## config.mk

```make
export PLATFORM = sky130hd
export DESIGN_NAME = mcv_ctrl
export DESIGN_NICKNAME = d
export VERILOG_FILES = /design/src/rtl/mcv_pkg.sv /design/src/rtl/mcv_ctrl.sv
export SDC_FILE = /design/constraint.sdc
export NUM_CORES = 1
export LEC_CHECK = 0
export BUFFER_PORTS_ARGS = -buffer_cell sky130_fd_sc_hd__buf_2
export CORE_AREA = 2 2 39 41
export DETAILED_ROUTE_END_ITERATION = 12
export DIE_AREA = 0 0 41 43
export GPL_TIMING_DRIVEN = 1
export PLACE_DENSITY_LB_ADDON = 0.3
export REMOVE_ABC_BUFFERS = 1
export SLEW_MARGIN = 20
export SYNTH_ARGS = -nofsm -noshare
export SYNTH_HDL_FRONTEND = slang
export SYNTH_SLANG_ARGS = --single-unit
```

## constraint.sdc

```tcl
create_clock -name clock -period 1.3 [get_ports clock]
set_input_delay 0.13 -clock clock [delete_from_list [all_inputs] [get_ports clock]]
set_output_delay 0.13 -clock clock [all_outputs]
set_load 0.02 [all_outputs]
```

## src/rtl/mcv_pkg.sv

```systemverilog
package mcv_pkg;

   // coordinate width default, each vertex coordinate is signed Q8.8
   localparam int MCV_COORD_WIDTH = 16;

   // running sum and result widths
   localparam int SUM_W = 64;
   localparam int ACC_W = 63;
   localparam int MAG_W = 62;
   localparam int VOL_W = 60;

   localparam logic signed [SUM_W-1:0] SUM_POS_LIMIT = {2'b00, {(SUM_W-2){1'b1}}};
   localparam logic signed [SUM_W-1:0] SUM_NEG_LIMIT = {2'b11, {(SUM_W-3){1'b0}}, 1'b1};

   // radix-4 divide by six: two quotient bits per step
   localparam int DIV_STEPS = MAG_W / 2;
   localparam int CNT_W     = $clog2(DIV_STEPS);
   localparam int REM_W     = 3;
   localparam logic [REM_W+1:0] DIV_SIX    = 5'd6;
   localparam logic [REM_W+1:0] DIV_TWELVE = 5'd12;

   typedef struct packed {
      logic take;
      logic div_start;
      logic div_step;
      logic rsp_load;
   } mcv_cmd_type;

   typedef struct packed {
      logic sum_ready;
   } mcv_status_type;

endpackage

```

## src/rtl/mcv_ctrl.sv

```systemverilog
module mcv_ctrl (
   input  logic                    clock,
   input  logic                    reset,
   input  logic                    req_valid,
   output logic                    req_stall,
   input  logic                    req_last_triangle,
   output logic                    rsp_valid,
   input  logic                    rsp_stall,
   output mcv_pkg::mcv_cmd_type    cmd,
   input  mcv_pkg::mcv_status_type status
);
   import mcv_pkg::*;

   typedef enum logic [1:0] {ST_RUN, ST_DRAIN, ST_DIV, ST_LOAD} state_type;

   state_type        state_ff, state_in;
   logic [CNT_W-1:0] cnt_ff, cnt_in;
   logic             rsp_valid_ff, rsp_valid_in;
   logic             accept;

   assign req_stall = (state_ff != ST_RUN);
   assign accept    = req_valid && !req_stall;
   assign rsp_valid = rsp_valid_ff;

   always_comb begin
      state_in      = state_ff;
      cnt_in        = cnt_ff;
      rsp_valid_in  = rsp_valid_ff && rsp_stall;
      cmd           = '0;
      cmd.take      = accept;
      case (state_ff)
         ST_RUN: begin
            if (accept && req_last_triangle) begin
               state_in = ST_DRAIN;
            end
         end
         ST_DRAIN: begin
            // wait for the last triangle to land in the sum
            if (status.sum_ready) begin
               cmd.div_start = 1'b1;
               cnt_in        = '0;
               state_in      = ST_DIV;
            end
         end
         ST_DIV: begin
            cmd.div_step = 1'b1;
            if (cnt_ff == CNT_W'(DIV_STEPS - 1)) begin
               state_in = ST_LOAD;
            end else begin
               cnt_in = cnt_ff + 1'b1;
            end
         end
         ST_LOAD: begin
            if (!rsp_valid_ff || !rsp_stall) begin
               cmd.rsp_load = 1'b1;
               rsp_valid_in = 1'b1;
               state_in     = ST_RUN;
            end
         end
         default: begin
            state_in = ST_RUN;
         end
      endcase
   end

   always_ff @(posedge clock) begin
      if (reset) begin
         state_ff     <= ST_RUN;
         cnt_ff       <= '0;
         rsp_valid_ff <= 1'b0;
      end else begin
         state_ff     <= state_in;
         cnt_ff       <= cnt_in;
         rsp_valid_ff <= rsp_valid_in;
      end
   end

   ready_only_a: assert property (@(posedge clock) disable iff (reset)
      status.sum_ready |-> (state_ff == ST_DRAIN))
      else $error("component sum finished outside drain");

   last_stalls_a: assert property (@(posedge clock) disable iff (reset)
      (accept && req_last_triangle) |=> req_stall)
      else $error("request taken after a last triangle");

   load_slot_a: assert property (@(posedge clock) disable iff (reset)
      cmd.rsp_load |-> (!rsp_valid_ff || !rsp_stall))
      else $error("response overwritten while stalled");

endmodule

```

; Word level (Yosys, flattened, before mapping)
; Index checks and enable logic that the tools add are counted.
; Widths: inputs -> output; s select.
[op_classes]
n_shift = 0
n_bitwise = 0
n_reduce_logical = 12
n_addsub = 1
eq_ne = 9
order_cmp = 0
mux = 15
div_mod_pow = 0
mul = 0
[op_table]
columns = op, n
row1 = $mux 5, 2
row2 = $ne 2x2->1 const B, 5
row3 = $pmux 5 s2, 1
row4 = $mux 2, 4
row5 = $pmux 2 s4, 1
row6 = $mux 1, 7
row7 = $add 5x1->5 const B, 1
row8 = $eq 5x5->1 const B, 1
row9 = $eq 2x2->1 const B, 2
row10 = $reduce_and 4->1, 1
row11 = $reduce_bool 2->1, 2
row12 = $logic_and 1x1->1, 3
row13 = $logic_not 1->1, 3
row14 = $reduce_and 3->1, 1
row15 = $eq 2x1->1 const B, 1
row16 = $logic_not 2->1, 1
row17 = $logic_or 1x1->1, 1
[totals]
romBits = 0
mem_bits_rw = 0
register_bits = 8
memories = 0
inputBits = 6
latch_bits = 0
word_cells = 40
out_inout_bits = 6

; Depth between registers and ports, before layout
[depth]
depth_word = 6
ltp_mapped = 6
ltp_nobuf = 6

; Worst setup path after synthesis
; No wires, ideal clock.
[synth_timing]
path_type = register to register
from = reg state_ff[0]
to = reg state_ff[1]
setup_time_ns = 0.114
t_required_ns = 1.186
n_path_buf = 0
arrival_time_ns = 1.382
slack_ns = -0.197
stages_incl_launch_ff = 6
period_less_slack_ns = 1.497
path_cell_list = dfxtp_1 -> inv_1 -> ha_1 -> a2111oi_4 -> mux2i_1 -> nor2_1
[synth_via]
elab_chain_len = 6
[synth_lines]
columns = element, line_no
row1 = start: declaration, mcv_ctrl.sv:16  ; state_type state_ff, state_in;
row2 = start signal: assignment, mcv_ctrl.sv:72  ; state_ff <= state_in;
row3 = $reduce_bool 2->1, mcv_ctrl.sv:21  ; assign req_stall = (state_ff != ST_RUN);
row4 = $logic_not 1->1, mcv_ctrl.sv:22  ; assign accept = req_valid && !req_stall;
row5 = $logic_and 1x1->1, mcv_ctrl.sv:22
row6 = $logic_and 1x1->1, mcv_ctrl.sv:33  ; if (accept && req_last_triangle) begin
row7 = $ne 2x2->1 (no line), --
row8 = $reduce_and 4->1 (no line), --
; Parallel ways exist; a longest one is shown, timed or not.
; A chain may end at the register's enable or synchronous reset.

; Worst setup path after layout
[layout_timing]
from = reg state_ff[1]
to = reg state_ff[1]
; Same word-level chain as after synthesis.

==> impl_results.md <==
* Status: complete, but fails checks
* Failing checks: setup timing
* CTS root buf: clkbuf_4
* Synth Area in Compound Gates at 20.1%
* Largest net degree at the start of global routing at 8
* DRC errors left at 0
* Initial antenna violation count at 0
* Synth Area in Adders at 16.4%
* Mux share of post-synthesis cell area at 3.74%
* Diode count at 0
* Synth-to-layout area growth at 72.7%
* Post-synth EDFFs at 0
* PwrDens at 1990 nW/um^2
* Period utilization at 118%
* Worst Setup End Kind: register
* Routed via count at 567
* Global-route usage over all layers at 18.9%
* Fmax at 0.655 GHz
* Most common library cells after synthesis: dfxtp_1 (8), ha_1 (7), inv_1 (6)
* First-pass GRT wire length at 2240 um
* CP Class: register to register
* Fin Hold WS at 116 ps
* Element type at the critical path start: register
* Cell area after synthesis at 536 um^2
* Most frequent cell after synthesis: dfxtp_1
* Worst-skew pair later-pin latency at 270 ps
* Post-DP HPWL at 880 um
* Cell variety after synth at 24
* Clock-pin slew on the worst setup and hold paths at 60 ps
* Final core utilization at 66.8%
* IO Count at 12
* CTS tree: done
* Mean cell area of the mapped netlist at 8.78 um^2
* Total wire length at 1560 um
* Pins over their slew limit at 0
* Largest cells by area after synthesis: dfxtp_1 (30%), ha_1 (16%), a2111oi_4 (5.1%)
* Top cell type's share of synthesized area at 29.9%
* Measured slew at the worst slew-check pin at 322 ps
* Vias in the first global route at 561
* Net count, final at 108
* LEAKAGE at 0.407 nW
* Placed Cells at 99
* DP Area at 693 um^2
* Max Cap Violations at 0
* Routed wire per std cell at 14.3 um
* Async set-reset flop share out of synthesis at 0%
* Post-Layout Cell Count at 109
* Total design power at 1.84 mW
* Largest area contributor in the netlist: dfxtp_1
* Via density at 5.20
* Slew margin rel. at 78.5%
* Row count at 14
* Peak VDD IR at 1.22 mV
* Worst EP required at 1460 ps
* Synth Flop Type: dfxtp_1
* Final Cell Area at 925 um^2
* Clock tree buffer depth at 2
* Simple-Gate Fraction of Synth Area at 24.3%
* Fin worst setup slack at -228 ps
* Final setup viols at 10
* Grt ovf at 0
* Initial DRC Count at 1
* #FFs+latches synth at 8
* Crit path arrival time at 1680 ps
* Post-Synth XOR/XNOR Area at 0%
* Largest family of logic cells by synthesized area: simple AND/OR/NAND/NOR gates
* Port-buffer cells at 11
* Die area at 1760 um^2
* Die Wd at 41 um
* Core Box Area at 1380 um^2
* Gp weighted congestion at 0.691
* H-tree Lvls at 1
* Min cycle time layout at 1530 ps
* Syn. warnings at 0
* RSZ-0062 raised after global routing: true
* Layout cells sized above 1 at 60.2%
* Post-synthesis cell count at 61
* Chip Height at 43 um
* Initial Util at 38.7%
* Setup_tns at -931 ps
* Antenna-violating nets left at 0
* Crit-path max FO at 3
* TritonCTS buffer count at 3
* Skew final at 3.93 ps
* Initial DRT Pass Iterations at 4
* CTS sink cnt at 8
* Worst hold path type: input pin to register
* Sequential-to-total area share from yosys stat at 29.9%
* Final hold viol count at 0
* Place WS at -284 ps
[state kept, by name, indices dropped and copies added, names as in the netlist]
signal	flops
cnt_ff	5
rsp_valid	1
state_ff	2
[kinds of logic (layout without fill, tap and decap cells)]
family,after synthesis,after routing
buf+inv,7,39
mux,2,2
fa+ha+maj,7,7
compound gates,14,14
simple gates,23,23
flops,8,8
[routing by layer]
layer  up-vias  share of wire, %  track usage (%)
met5         -                 0                0
met2        18                55             33.8
met3        10               3.3             3.14
met1       260                35             18.7
met4         0               7.2             10.7
li1        279                 -                -
[critical path, stage by stage, from the launching register on]
cell       delay [ps]
dfxtp_2           350
inv_4              60
ha_4              160
nor2b_4           130
a2111oi_4         370
mux2i_1           270
nor2_1             70
[cell type report]
class	instances	area (um^2)
multi-input cells	46	460
fillers	107	459
repair buffers	30	229
flip-flops and latches	8	165
inverters	6	27.5
clock buffers	3	22.5
well taps	16	20.0
[cells in the final DEF, fill, tap and decap left out, types with 2 or more instances in the layout]
cell	instances
buf_4	19
dfxtp_1	6
buf_2	6
nand2_1	5
buf_6	5
ha_4	4
inv_1	3
nor2_1	3
o21ai_0	3
o21ai_1	3
clkbuf_4	3
inv_4	2
and2_4	2
nor3_1	2
nand4_1	2
mux2i_1	2
a21oi_1	2
ha_1	2
[timing repair]
action                                  in CTS  in global routing
setup buffers                                2                  5
endpoints found under the setup margin      12                 12
pin swaps                                    7                  5
gates resized for setup                     24                 20
hold buffers                                 0                  0
[worst paths after layout]
check / from / endpoint / slack [ps] / cells after the start
setup reg to reg: state_ff[1] / state_ff[1] / -230 / 6
setup / recovery: state_ff[1] / state_ff[1] / -230 / 6
hold reg to reg: cnt_ff[0] / cnt_ff[0] / 560 / 2
hold / removal: reset / state_ff[1] / 120 / 2
[report_power, final]
part	switching (mW)	leakage (nW)	total, mW	internal (mW)
Sequential	0.0599	0.0659	0.363	0.303
Clock	0.102	0.0138	0.209	0.107
Combinational	0.576	0.327	1.26	0.689
Total	0.737	0.407	1.84	1.10
Note: power is estimated with default switching activity, not from simulation.
